$ cat src/rtl/srs_pkg.sv
// shared types, codes and constants of the service restart supervisor
package srs_pkg;

  // sizing
  localparam int NUM_SLOTS_DEF = 8;
  localparam int MASK_W        = 8;
  localparam int CFG_AW        = 5;
  localparam int CFG_DW        = 32;
  localparam int S_TDATA_W     = 56;
  localparam int M_TDATA_W     = 48;
  localparam int TUSER_W       = 2;

  // field widths
  localparam int PID_W   = 16;
  localparam int TICK_W  = 32;
  localparam int OSLOT_W = 3;
  localparam int CNT_W   = 8;
  localparam int BOFF_W  = 16;
  localparam int FAST_W  = 16;
  localparam int LIFE_W  = 20;

  // register reset values
  localparam logic [BOFF_W-1:0] BACKOFF_RST  = BOFF_W'(100);
  localparam logic [FAST_W-1:0] FAST_RST     = FAST_W'(100);
  localparam logic [LIFE_W-1:0] RESET_LIFE_RST = LIFE_W'(6000);
  localparam logic [CNT_W-1:0]  MAX_FAST_RST = CNT_W'(5);
  localparam logic [CNT_W-1:0]  CNT_SAT      = '1;

  typedef enum logic [1:0] {
    REQ_START = 2'd0,
    REQ_SPAWN = 2'd1,
    REQ_EXIT  = 2'd2,
    REQ_TICK  = 2'd3
  } req_t;

  typedef enum logic [1:0] {
    KIND_LAUNCH  = 2'd0,
    KIND_EXITED  = 2'd1,
    KIND_RESTART = 2'd2,
    KIND_GAVE_UP = 2'd3
  } kind_t;

  typedef enum logic [2:0] {
    REG_BACKOFF    = 3'd0,
    REG_FAST_DEATH = 3'd1,
    REG_RESET_LIFE = 3'd2,
    REG_MAX_FAST   = 3'd3,
    REG_PRESENT    = 3'd4,
    REG_RESPAWN    = 3'd5,
    REG_GFX_ONLY   = 3'd6,
    REG_GUI_MODE   = 3'd7
  } reg_idx_t;

  typedef struct packed {
    logic [BOFF_W-1:0] restart_delay;
    logic [FAST_W-1:0] quick_limit;
    logic [LIFE_W-1:0] stable_limit;
    logic [CNT_W-1:0]  quick_cap;
    logic [MASK_W-1:0] present_mask;
    logic [MASK_W-1:0] respawn_mask;
    logic [MASK_W-1:0] gfx_only_mask;
    logic              gui_mode;
  } cfg_t;

  // one result item
  typedef struct packed {
    kind_t              kind;
    logic [OSLOT_W-1:0] out_slot;
    logic [TICK_W-1:0]  life_ticks;
    logic [CNT_W-1:0]   death_count;
  } res_t;

  // sequencer to result queue
  typedef struct packed {
    logic push;
    logic flush;
  } rq_ctl_t;

  // result queue to sequencer
  typedef struct packed {
    logic can_push;
    logic flush_ok;
  } rq_sts_t;

  // per-slot record kept in memory
  typedef struct packed {
    logic [TICK_W-1:0] deadline;
    logic [PID_W-1:0]  owner_id;
    logic [TICK_W-1:0] started_at;
    logic [CNT_W-1:0]  quick_exits;
    logic              running;
    logic              gave_up;
    logic              restart_pending;
  } ent_t;

endpackage

$ cat src/rtl/service_restart_supervisor_unit.sv
// service restart supervisor: slot scan sequencer over a per-slot record memory
// Sequence: an item is taken in the idle state; each eligible slot then takes a read
//   state (memory read) and a modify state (modify and write back, waiting for room in
//   the result queue), a skipped slot only a read state, and a closing state waits for the flush.
// Throughput: one item at a time, bounded by the single read-modify-write slot port.
// Reset: synchronous; registers return to their defaults and the per-slot valid
//   bits clear at once, so never-written records read as zero. No clearing pass.
module service_restart_supervisor_unit #(
  parameter int NUM_SLOTS = srs_pkg::NUM_SLOTS_DEF
) (
  input  logic                          clk,
  input  logic                          rst,
  input  logic                          s_tvalid,
  output logic                          s_tready,
  input  logic [srs_pkg::S_TDATA_W-1:0] s_tdata,   // slot, proc_id, spawn_ok, now_tick
  input  logic [srs_pkg::TUSER_W-1:0]   s_tuser,   // req_type
  output logic                          m_tvalid,
  input  logic                          m_tready,
  output logic [srs_pkg::M_TDATA_W-1:0] m_tdata,   // out_slot, life_ticks, death_count
  output logic [srs_pkg::TUSER_W-1:0]   m_tuser,   // kind
  output logic                          m_tlast,
  input  logic                          psel,
  input  logic                          penable,
  input  logic                          pwrite,
  input  logic [srs_pkg::CFG_AW-1:0]    paddr,
  input  logic [srs_pkg::CFG_DW-1:0]    pwdata,
  output logic [srs_pkg::CFG_DW-1:0]    prdata,
  output logic                          pready
);
  import srs_pkg::*;

  localparam int SLOT_W = (NUM_SLOTS > 1) ? $clog2(NUM_SLOTS) : 1;
  localparam int SCAN   = (NUM_SLOTS < MASK_W) ? NUM_SLOTS : MASK_W;
  localparam logic [SLOT_W-1:0] SCAN_LAST = SLOT_W'(SCAN - 1);
  localparam int ENT_W  = $bits(ent_t);

  typedef enum logic [3:0] {
    ST_IDLE = 4'b0001,
    ST_RD   = 4'b0010,
    ST_EX   = 4'b0100,
    ST_FIN  = 4'b1000
  } state_t;

  state_t             state;
  state_t             state_next;
  logic [SLOT_W-1:0]  idx;
  logic [SLOT_W-1:0]  idx_next;
  logic [OSLOT_W-1:0] idx3;

  // captured item
  req_t               it_type;
  logic [OSLOT_W-1:0] it_slot;
  logic [PID_W-1:0]   it_pid;
  logic               it_ok;
  logic [TICK_W-1:0]  it_now;

  cfg_t    cfg;
  rq_ctl_t rq_ctl;
  rq_sts_t rq_sts;
  res_t    res;
  logic    hold_valid;

  // memory side
  logic             valid [NUM_SLOTS];
  logic             rd_vld;
  logic             ram_re;
  logic             ram_we;
  logic [ENT_W-1:0] ram_rdata;
  ent_t             ent;
  ent_t             ent_new;

  // per-slot evaluation
  logic              accept;
  logic              spawn_go;
  logic              eligible;
  logic              last_slot;
  logic              proceed;
  logic              emit;
  logic              hit;
  logic              resp;
  logic              give_up;
  logic              fire;
  logic [TICK_W-1:0] life;
  logic [TICK_W-1:0] since_dl;
  logic [CNT_W-1:0]  q_new;

  srs_cfg u_cfg (
    .clk     (clk),
    .rst     (rst),
    .psel    (psel),
    .penable (penable),
    .pwrite  (pwrite),
    .paddr   (paddr),
    .pwdata  (pwdata),
    .prdata  (prdata),
    .pready  (pready),
    .cfg     (cfg)
  );

  srs_ram #(
    .WIDTH (ENT_W),
    .DEPTH (NUM_SLOTS)
  ) u_ram (
    .clk   (clk),
    .we    (ram_we),
    .waddr (idx),
    .wdata (ent_new),
    .re    (ram_re),
    .raddr (idx),
    .rdata (ram_rdata)
  );

  srs_resq u_resq (
    .clk        (clk),
    .rst        (rst),
    .ctl        (rq_ctl),
    .res_in     (res),
    .sts        (rq_sts),
    .hold_valid (hold_valid),
    .m_tvalid   (m_tvalid),
    .m_tready   (m_tready),
    .m_tdata    (m_tdata),
    .m_tuser    (m_tuser),
    .m_tlast    (m_tlast)
  );

  assign s_tready  = (state == ST_IDLE);
  assign accept    = s_tvalid && s_tready;
  assign idx3      = OSLOT_W'(idx);
  assign last_slot = (idx == SCAN_LAST);

  // a spawn outcome that touches the slot record
  assign spawn_go = (32'(s_tdata[2:0]) < NUM_SLOTS) && s_tdata[19] &&
                    (s_tdata[18:3] != '0);

  // slot eligibility for a scan
  always_comb begin
    eligible = 1'b0;
    case (it_type)
      REQ_SPAWN: eligible = 1'b1;
      REQ_START: eligible = cfg.present_mask[idx3] &&
                            !(cfg.gfx_only_mask[idx3] && !cfg.gui_mode);
      default:   eligible = cfg.present_mask[idx3];
    endcase
  end

  // record as read, zero where never written
  assign ent = rd_vld ? ent_t'(ram_rdata) : '0;

  // exit bookkeeping
  assign hit      = ent.running && (ent.owner_id == it_pid);
  assign life     = it_now - ent.started_at;
  assign resp     = cfg.respawn_mask[idx3] && !ent.gave_up;
  assign since_dl = it_now - ent.deadline;
  assign fire     = ent.restart_pending && !ent.gave_up && !since_dl[TICK_W-1];

  always_comb begin
    if (life > TICK_W'(cfg.stable_limit)) begin
      q_new = '0;
    end else if ((life < TICK_W'(cfg.quick_limit)) && (ent.quick_exits != CNT_SAT)) begin
      q_new = ent.quick_exits + CNT_W'(1);
    end else begin
      q_new = ent.quick_exits;
    end
  end
  assign give_up = resp && (q_new >= cfg.quick_cap);

  // new record and result
  always_comb begin
    ent_new         = ent;
    emit            = 1'b0;
    res.kind        = KIND_LAUNCH;
    res.out_slot    = idx3;
    res.life_ticks  = '0;
    res.death_count = ent.quick_exits;
    case (it_type)
      REQ_SPAWN: begin
        ent_new.running    = 1'b1;
        ent_new.owner_id   = it_pid;
        ent_new.started_at = it_now;
      end
      REQ_START: begin
        ent_new.restart_pending = 1'b0;
        emit = 1'b1;
      end
      REQ_EXIT: begin
        res.life_ticks  = life;
        res.death_count = q_new;
        if (hit) begin
          emit                = 1'b1;
          ent_new.running     = 1'b0;
          ent_new.owner_id    = '0;
          ent_new.quick_exits = q_new;
          if (!resp) begin
            res.kind = KIND_EXITED;
          end else if (give_up) begin
            res.kind        = KIND_GAVE_UP;
            ent_new.gave_up = 1'b1;
          end else begin
            res.kind                = KIND_RESTART;
            ent_new.restart_pending = 1'b1;
            ent_new.deadline        = it_now + TICK_W'(cfg.restart_delay);
          end
        end
      end
      default: begin
        if (fire) begin
          emit                    = 1'b1;
          ent_new.restart_pending = 1'b0;
        end
      end
    endcase
  end

  // a scan step other than a spawn waits for room in the result queue
  assign proceed = (it_type == REQ_SPAWN) || rq_sts.can_push;

  assign ram_re      = (state == ST_RD) && eligible;
  assign ram_we      = (state == ST_EX) && proceed;
  assign rq_ctl.push  = (state == ST_EX) && proceed && emit;
  assign rq_ctl.flush = (state == ST_FIN);

  // sequencer
  always_comb begin
    state_next = state;
    idx_next   = idx;
    unique case (state)
      ST_IDLE: begin
        if (accept) begin
          if (req_t'(s_tuser) != REQ_SPAWN) begin
            state_next = ST_RD;
            idx_next   = '0;
          end else if (spawn_go) begin
            state_next = ST_RD;
            idx_next   = SLOT_W'(s_tdata[2:0]);
          end else begin
            state_next = ST_FIN;
          end
        end
      end
      ST_RD: begin
        if (eligible) begin
          state_next = ST_EX;
        end else if (last_slot) begin
          state_next = ST_FIN;
        end else begin
          idx_next = idx + SLOT_W'(1);
        end
      end
      ST_EX: begin
        if (proceed) begin
          if (last_slot || (it_type == REQ_SPAWN)) begin
            state_next = ST_FIN;
          end else begin
            state_next = ST_RD;
            idx_next   = idx + SLOT_W'(1);
          end
        end
      end
      ST_FIN: begin
        if (rq_sts.flush_ok) begin
          state_next = ST_IDLE;
        end
      end
      default: state_next = ST_IDLE;
    endcase
  end

  always_ff @(posedge clk) begin
    if (rst) begin
      state <= ST_IDLE;
      idx   <= '0;
    end else begin
      state <= state_next;
      idx   <= idx_next;
    end
  end

  // item capture
  always_ff @(posedge clk) begin
    if (accept) begin
      it_type <= req_t'(s_tuser);
      it_slot <= s_tdata[2:0];
      it_pid  <= s_tdata[18:3];
      it_ok   <= s_tdata[19];
      it_now  <= s_tdata[51:20];
    end
  end

  // record valid bits, cleared by reset
  always_ff @(posedge clk) begin
    if (rst) begin
      for (int i = 0; i < NUM_SLOTS; i++) begin
        valid[i] <= 1'b0;
      end
      rd_vld <= 1'b0;
    end else begin
      if (ram_we) begin
        valid[idx] <= 1'b1;
      end
      if (ram_re) begin
        rd_vld <= valid[idx];
      end
    end
  end

  // checks
  a_idle_hold_empty: assert property (@(posedge clk) disable iff (rst)
    (state == ST_IDLE) |-> !hold_valid)
    else $error("result left in hold stage while idle");

  a_write_in_ex: assert property (@(posedge clk) disable iff (rst)
    ram_we |-> (state == ST_EX))
    else $error("record write outside modify step");

  a_read_in_range: assert property (@(posedge clk) disable iff (rst)
    ram_re |-> (32'(idx) < NUM_SLOTS))
    else $error("slot read beyond memory depth");

  a_ex_after_read: assert property (@(posedge clk) disable iff (rst)
    ((state == ST_EX) && !$past(state == ST_EX)) |-> $past(ram_re))
    else $error("modify step without a read");

  a_spawn_ok: assert property (@(posedge clk) disable iff (rst)
    (ram_we && (it_type == REQ_SPAWN)) |-> (it_ok && (it_pid != '0) &&
                                             (OSLOT_W'(idx) == it_slot)))
    else $error("spawn record written for a rejected outcome");

endmodule

$ cat src/rtl/srs_ram.sv
// generic single-write, single-read ram with registered read
module srs_ram #(
  parameter int WIDTH  = 8,
  parameter int DEPTH  = 8,
  parameter int ADDR_W = (DEPTH > 1) ? $clog2(DEPTH) : 1
) (
  input  logic              clk,
  input  logic              we,
  input  logic [ADDR_W-1:0] waddr,
  input  logic [WIDTH-1:0]  wdata,
  input  logic              re,
  input  logic [ADDR_W-1:0] raddr,
  output logic [WIDTH-1:0]  rdata
);

  logic [WIDTH-1:0] mem [DEPTH];

  // write port
  always_ff @(posedge clk) begin
    if (we) begin
      mem[waddr] <= wdata;
    end
  end

  // registered read, holds when idle
  always_ff @(posedge clk) begin
    if (re) begin
      rdata <= mem[raddr];
    end
  end

endmodule

$ cat src/rtl/srs_cfg.sv
// apb configuration registers of the restart supervisor
module srs_cfg (
  input  logic                       clk,
  input  logic                       rst,
  input  logic                       psel,
  input  logic                       penable,
  input  logic                       pwrite,
  input  logic [srs_pkg::CFG_AW-1:0] paddr,
  input  logic [srs_pkg::CFG_DW-1:0] pwdata,
  output logic [srs_pkg::CFG_DW-1:0] prdata,
  output logic                       pready,
  output srs_pkg::cfg_t              cfg
);
  import srs_pkg::*;

  reg_idx_t idx;
  logic     wr;

  assign pready = 1'b1;
  assign idx    = reg_idx_t'(paddr[CFG_AW-1:2]);
  assign wr     = psel && penable && pwrite && pready;

  // register writes
  always_ff @(posedge clk) begin
    if (rst) begin
      cfg.restart_delay <= BACKOFF_RST;
      cfg.quick_limit   <= FAST_RST;
      cfg.stable_limit  <= RESET_LIFE_RST;
      cfg.quick_cap     <= MAX_FAST_RST;
      cfg.present_mask  <= '0;
      cfg.respawn_mask  <= '0;
      cfg.gfx_only_mask <= '0;
      cfg.gui_mode      <= 1'b0;
    end else if (wr) begin
      unique case (idx)
        REG_BACKOFF:    cfg.restart_delay <= pwdata[BOFF_W-1:0];
        REG_FAST_DEATH: cfg.quick_limit   <= pwdata[FAST_W-1:0];
        REG_RESET_LIFE: cfg.stable_limit  <= pwdata[LIFE_W-1:0];
        REG_MAX_FAST:   cfg.quick_cap     <= pwdata[CNT_W-1:0];
        REG_PRESENT:    cfg.present_mask  <= pwdata[MASK_W-1:0];
        REG_RESPAWN:    cfg.respawn_mask  <= pwdata[MASK_W-1:0];
        REG_GFX_ONLY:   cfg.gfx_only_mask <= pwdata[MASK_W-1:0];
        REG_GUI_MODE:   cfg.gui_mode      <= pwdata[0];
      endcase
    end
  end

  // read mux
  always_comb begin
    unique case (idx)
      REG_BACKOFF:    prdata = CFG_DW'(cfg.restart_delay);
      REG_FAST_DEATH: prdata = CFG_DW'(cfg.quick_limit);
      REG_RESET_LIFE: prdata = CFG_DW'(cfg.stable_limit);
      REG_MAX_FAST:   prdata = CFG_DW'(cfg.quick_cap);
      REG_PRESENT:    prdata = CFG_DW'(cfg.present_mask);
      REG_RESPAWN:    prdata = CFG_DW'(cfg.respawn_mask);
      REG_GFX_ONLY:   prdata = CFG_DW'(cfg.gfx_only_mask);
      REG_GUI_MODE:   prdata = CFG_DW'(cfg.gui_mode);
    endcase
  end

endmodule

$ cat src/rtl/srs_resq.sv
// result hold stage and output register; hold marks last once the scan ends
module srs_resq (
  input  logic                          clk,
  input  logic                          rst,
  input  srs_pkg::rq_ctl_t              ctl,
  input  srs_pkg::res_t                 res_in,
  output srs_pkg::rq_sts_t              sts,
  output logic                          hold_valid,
  output logic                          m_tvalid,
  input  logic                          m_tready,
  output logic [srs_pkg::M_TDATA_W-1:0] m_tdata,   // out_slot, life_ticks, death_count
  output logic [srs_pkg::TUSER_W-1:0]   m_tuser,   // kind
  output logic                          m_tlast
);
  import srs_pkg::*;

  res_t hold;
  res_t outr;
  logic out_free;

  assign out_free     = !m_tvalid || m_tready;
  assign sts.can_push = !hold_valid || out_free;
  assign sts.flush_ok = !hold_valid || out_free;

  // hold stage and output register
  always_ff @(posedge clk) begin
    if (rst) begin
      hold_valid <= 1'b0;
      m_tvalid   <= 1'b0;
    end else if (ctl.push && sts.can_push) begin
      hold       <= res_in;
      hold_valid <= 1'b1;
      if (hold_valid) begin
        outr     <= hold;
        m_tlast  <= 1'b0;
        m_tvalid <= 1'b1;
      end else if (m_tready) begin
        m_tvalid <= 1'b0;
      end
    end else if (ctl.flush && hold_valid && out_free) begin
      outr       <= hold;
      m_tlast    <= 1'b1;
      m_tvalid   <= 1'b1;
      hold_valid <= 1'b0;
    end else if (m_tready) begin
      m_tvalid <= 1'b0;
    end
  end

  assign m_tuser = outr.kind;
  assign m_tdata = M_TDATA_W'({outr.death_count, outr.life_ticks, outr.out_slot});

endmodule

$ cat config.mk
export PLATFORM = sky130hd
export DESIGN_NAME = service_restart_supervisor_unit
export DESIGN_NICKNAME = d
export VERILOG_FILES = /design/src/rtl/srs_pkg.sv /design/src/rtl/service_restart_supervisor_unit.sv /design/src/rtl/srs_ram.sv /design/src/rtl/srs_cfg.sv /design/src/rtl/srs_resq.sv
export SDC_FILE = /design/constraint.sdc
export NUM_CORES = 2
export LEC_CHECK = 0
export BUFFER_PORTS_ARGS = -buffer_cell sky130_fd_sc_hd__buf_2
export CAP_MARGIN = 20
export CORE_UTILIZATION = 60
export CTS_CLUSTER_SIZE = 16
export DETAILED_ROUTE_END_ITERATION = 7
export GPL_ROUTABILITY_DRIVEN = 0
export PLACE_DENSITY = 0.88
export SLEW_MARGIN = 40
export SYNTH_ARGS = -nofsm -noshare
export SYNTH_HDL_FRONTEND = slang
export SYNTH_SLANG_ARGS = --single-unit
$ cat constraint.sdc
create_clock -name clk -period 9.1 [get_ports clk]
set_input_delay 0.455 -clock clk [delete_from_list [all_inputs] [get_ports clk]]
set_output_delay 0.455 -clock clk [all_outputs]
set_load 0.01 [all_outputs]
=== Yosys cells after proc, flatten, opt, wreduce, memory -nomap -nowiden ===
Memories as Yosys holds them, arrays and structs flattened. A register that Yosys moved wholly into a read port is not among the register bits.
Index checks and enable logic that the tools add are counted.

* Register bits: 235
* Latch bits: 0
* RAM bits: 736
* Memory bits (read-only): 0
* Input bits: 102
* Output and inout bits: 86
* Logic and storage cells: 181
* Memories: 2

* Add/subtract/negate cells: 5
* Multiply operators: 0
* Div/mod/pow operators: 0
* Order comparisons: 4
* Equality and inequality tests: 26
* Shift-type cells: 0
* Muxes and demuxes: 70
* Bitwise gates (word level): 1
* Reductions and logical operators: 48

{| class="wikitable"
|+ Memory list
! memory !! words !! width !! rd ports !! clocked after Yosys merged registers in !! wr ports !! RTL line !! text
|-
| u_ram.mem || 8 || 91 || 1 || 1 || 1 || srs_ram.sv:16 || <nowiki>logic [WIDTH-1:0] mem [DEPTH];</nowiki>
|-
| valid || 8 || 1 || 1 || 1 || 8 || service_restart_supervisor_unit.sv:64 || <nowiki>logic valid [NUM_SLOTS];</nowiki>
|}

{| class="wikitable"
|+ Operators with widths
! operator !! count
|-
| one-hot mux 32 bit (8 select lines) || 1
|-
| 2-to-1 mux 45 bit || 3
|-
| 2-to-1 mux 32 bit || 4
|-
| 2-to-1 mux 91 bit || 1
|-
| subtractor 32 bit || 2
|-
| 2-to-1 mux 48 bit || 1
|-
| adder 32 x 16 -> 32 bit || 1
|-
| > comparator 32 x 20 -> 1 bit || 1
|-
| < comparator 32 x 16 -> 1 bit || 1
|-
| 2-to-1 mux 4 bit || 8
|-
| 2-to-1 mux 8 bit || 4
|-
| one-hot mux 16 bit (2 select lines) || 1
|-
| 2-to-1 mux 1 bit || 28
|-
| 2-to-1 mux 3 bit || 8
|-
| AND reduction 2 bit || 10
|-
| logical AND 1 bit || 18
|-
| == test 16 bit || 1
|-
| one-hot mux 4 bit (4 select lines) || 1
|-
| nonzero test 16 bit || 1
|-
| == test 3 bit, second input constant || 5
|-
| 2-to-1 mux 11 bit || 1
|-
| != test 2 bit, second input constant || 5
|-
| binary-select mux 1 bit (select 3 bit) || 3
|-
| one-hot mux 3 bit (3 select lines) || 1
|-
| 30 further kinds || 44
|}

=== Depth between registers and ports, before layout ===
* Word-level depth: 12
* Gate-level depth with buffers: 42
* Mapped depth without buffers: 36

=== Modules after synthesis ===
From an unflattened synthesis, not the netlist that was laid out.

* Cell total of the unflattened synthesis: 3,116
* Area total of the unflattened synthesis: 47,834.6 µm²

{| class="wikitable"
|+ Modules (own cells, without submodules)
! module !! times used !! cells each !! area an instance (µm²)
|-
| srs_ram || 1 || 1,155 || 31,014.7
|-
| service_restart_supervisor_unit || 1 || 1,349 || 10,038.4
|-
| srs_cfg || 1 || 502 || 3,887.5
|-
| srs_resq || 1 || 110 || 2,894.0
|}

=== Least setup slack after synthesis ===
No wires, ideal clock.

* Path kind: register -> register
* From: register it_type[1]
* To: memory u_ram.mem[6][0] (netlist bit) (enable)
* Setup time: 0.654 ns
* Data arrival time: 7.360 ns
* Data required time: 8.446 ns
* Slack: 1.085 ns
* Cell stages (with the launch flop): 6
* Buffers on the path: 1
* Clock period less this slack: 8.015 ns
* Path through: edfxtp_1 -> inv_1 -> ha_1 -> clkbuf_1 -> o21ai_0 -> nor3_1

* Longest elaborated chain between the ends: 5

{| class="wikitable"
|+ Ends and longest elaborated chain
! what !! RTL line !! text
|-
| start, declared || service_restart_supervisor_unit.sv:51 || <nowiki>req_t it_type;</nowiki>
|-
| start signal, assigned || service_restart_supervisor_unit.sv:282 || <nowiki>it_type <= req_t'(s_tuser);</nowiki>
|-
| == test 2 x 1 -> 1 bit || service_restart_supervisor_unit.sv:216 || <nowiki>assign proceed = (it_type == REQ_SPAWN) || rq_sts.can_push;</nowiki>
|-
| logical OR 1 bit || service_restart_supervisor_unit.sv:216 ||
|-
| logical AND 1 bit || service_restart_supervisor_unit.sv:219 || <nowiki>assign ram_we = (state == ST_EX) && proceed;</nowiki>
|-
| 2-to-1 mux 1 bit || srs_ram.sv:20 || <nowiki>if (we) begin</nowiki>
|-
| 2-to-1 mux 1 bit (implied by the code) || srs_ram.sv:21 || <nowiki>mem[waddr] <= wdata;</nowiki>
|-
| end, declared || srs_ram.sv:16 ||
|}

No other way between the ends.

==> impl_metrics.csv <==
group,metric,value,unit
finish,layoutNonFillerInstCount,4434,
drt,vias_per_cell,6.92,
synth,async_flop_share,0,
floorplan,pin_count,188,
floorplan,die_y,275,um
drt,drtIter0Drc,4308,
sta,setup-tns-final,0,ns
clock_network,cts_tree,"built",
power,cellLeakagePower,16.4,nW
synth,synth-seq-area-share,0.690,
floorplan,die-area,0.0758,mm^2
finish,fillerInstances,4590,
power,ir_worst_vdd,191,uV
floorplan,die_w,275,um
worst_setup_path,reg2reg_depth,36,
grt,grt_max_degree,79,
worst_setup_path,r2r_setup_slack,0.42,ns
clock_network,cts-root-buf,"clkbuf_16",
worst_setup_path,critPathMaxFanout,65,
worst_setup_path,worst-endpoint-required,9.48,ns
clock_network,cts_buffers,99,
synth,synth_most_common_cell,"edfxtp_1",
drt,drc,0,
clock_network,clock-sinks,1063,
sta,max_slew_margin,0.381,
grt,track_usage,0.318,
sta,rsz0062_at_grt,"no",
drt,wl_per_cell,27.5,um
finish,design_area,0.0502,mm^2
sta,setup_viol,0,
grt,grt_antenna_before_repair,5,
finish,nets,3618,
floorplan,rows,99,
sta,finClkSkew,0.0323,ns
clock_network,htreeDepth,3,
sta,hold_viol_final,0,
floorplan,core-area,0.0735,mm^2
worst_setup_path,max_stage_delay,0.72,ns
place,port_buffers,151,
synth,syn_avg_cell_area,13.9,um^2
synth,ys_seq_elements,1063,
worst_setup_path,critPathMostFrequentCell,"a21o_1",
sta,slew_viol_final,0,
place,dpl_cell_area,0.0466,mm^2
outcome,status,"completed",
synth,synthTopCellsByCount,"960 x edfxtp_1, 375 x a22oi_1, 262 x nand2_1, 140 x nor2_1, 136 x clkbuf_1",
drt,dr.pass1.iters,8,
finish,seq_area,0.0309,mm^2
synth,yosysTopAreaCell,"edfxtp_1",
drt,ant_nets,0,
sta,worstMarginPinSlew,0.920,ns
run,maxCapViolCount,0,
synth,yosysTopAreaCellShare,0.644,
worst_setup_path,path_class,"reg -> reg",
grt,grt-ovfl-total,0,
place,hpwl,69600,um
worst_setup_path,crit_path_start_kind,"flop",
synth,synth_edf_count,960,
synth,yosys_most_used_dff,"edfxtp_1",
clock_network,clk_pin_slew,0.07,ns
clock_network,clk_latency,0.69,ns
worst_setup_path,crit_arrival,9.06,ns
sta,min_period,8.68,ns
sta,fmax,115,MHz
clock_network,clock_path_buffers,3,
power,power.density,224,mW/mm^2
synth,ys_types,93,
worst_setup_path,worstSetupEndpointType,"flop",
synth,yosys_warnings,0,
synth,netlist_area,0.0448,mm^2
drt,wl,122000,um
floorplan,initial_core_util,0.610,
grt,grt_pass1_vias,30264,
drt,num_vias,30681,
finish,area_growth,12.1,%
finish,drive_above_1_share,0.125,
worst_setup_path,crit_slowest_cell,"o21ai_0",
hold_path,min_path_cells,1,
grt,grt_pass1_wl,179000,um
finish,multi_input_area,0.0130,mm^2
place,dp.cells,4203,
synth,synth_cells,3216,
hold_path,hold_class,"in -> reg",
sta,min_period_over_period,0.954,
synth,synth.area.top_cells,"edfxtp_1 64%, a22oi_1 6.3%, dfxtp_1 4.6%",
[worst max-delay path, delay by kind of cell, from the launching register on]
| family | cells | cell delay [ns] |
|---|---|---|
| compound gates | 17 | 3.89 |
| xor+xnor | 1 | 0.33 |
| fa+ha+maj | 3 | 0.98 |
| buf+inv | 2 | 0.73 |
| flops | 1 | 0.60 |
| simple gates | 13 | 1.79 |
[layer usage]
layer | wire length (um) | part of all wire | GRT usage
met1 | 42300 | 0.35 | 0.406
met2 | 56600 | 0.46 | 0.507
met3 | 17000 | 0.14 | 0.0833
met4 | 5830 | 0.048 | 0.154
met5 | 129 | 0.0011 | 0.00940
[per-stage QoR]
| stage | total power (W) | utilization | setup slack, ns | hold slack, ns |
|---|---|---|---|---|
| after floorplan | 0.00666 | - | 1.09 | 0.400 |
| after global placement | 0.00712 | 0.633 | 0.760 | 0.405 |
| after detailed placement | 0.00718 | 0.634 | 0.601 | 0.405 |
| after CTS | 0.0112 | 0.683 | 0.374 | 0.00349 |
| after global routing | 0.0115 | 0.683 | 0.00610 | 0.0113 |
| final | 0.0113 | 0.683 | 0.420 | 0.0166 |
[cell families (layout without fill, tap and decap cells)]
| logic type | count (synthesis) | after routing | synth area share |
|---|---|---|---|
| xor+xnor | 69 | 69 | 0.0137 |
| mux | 74 | 74 | 0.0185 |
| other cells | 2 | 20 | 0.000168 |
| compound gates | 832 | 832 | 0.129 |
| simple gates | 782 | 782 | 0.0889 |
| buf+inv | 266 | 507 | 0.0246 |
| fa+ha+maj | 128 | 128 | 0.0361 |
| flops | 1063 | 1063 | 0.690 |
[flip-flops by register name (all words and copies together) (netlist names), 3 cells and up]
register        cells
idx                 3
it_now             32
it_pid             16
state               4
u_cfg.cfg          85
u_ram.mem         728
u_ram.rdata        91
u_resq.hold        45
u_resq.m_tdata     43
valid               8
[cell usage in the layout (no fill, tap or decap), types with 59 or more instances in the layout]
master and n:
ha_1 125, a22oi_1 375, buf_2 151, nor2_1 137, inv_1 71, a21oi_1 132, dfxtp_1 102, nand3_1 62
nand4_1 112, mux2i_1 59, edfxtp_1 960, nand2_1 261, clkbuf_16 99, o21ai_0 76
[power breakdown]
part	leakage, nW	internal, W	switching, W	total [W]
clock network	1.54	0.00224	0.00184	0.00408
registers	9.30	0.00546	0.000104	0.00557
logic	5.60	0.000549	0.00106	0.00161
[worst paths after layout]
check                                start                           end
max                    rd_vld$_SDFFE_PP0P_    u_ram.mem[2][69]$_DFFE_PP_
min                            s_tdata[27]           it_now[7]$_DFFE_PP_
max reg2reg            rd_vld$_SDFFE_PP0P_    u_ram.mem[2][69]$_DFFE_PP_
min reg2reg  u_resq.hold[39]$_SDFFCE_PP0P_  u_resq.m_tdata[34]$_DFFE_PP_
[final cells by class]
| class | instances | area share |
|---|---|---|
| multi-input cells | 1903 | 0.259 |
| clock buffers | 116 | 0.0506 |
| clock inverters | 70 | 0.0124 |
| well taps | 959 | 0.0239 |
| inverters | 74 | 0.00558 |
| diodes | 2 | 0.0000997 |
| flip-flops and latches | 1063 | 0.615 |
| repair buffers | 247 | 0.0333 |
[what timing repair did]
| action | in CTS | in global routing |
|---|---|---|
| gates resized for setup | 0 | 9 |
| endpoints found under the setup margin | 0 | 56 |
| hold buffers | 42 | 0 |
| endpoints found under the hold margin | 42 | 0 |
| setup buffers | 0 | 0 |
Note: power is estimated with default switching activity, not from simulation.
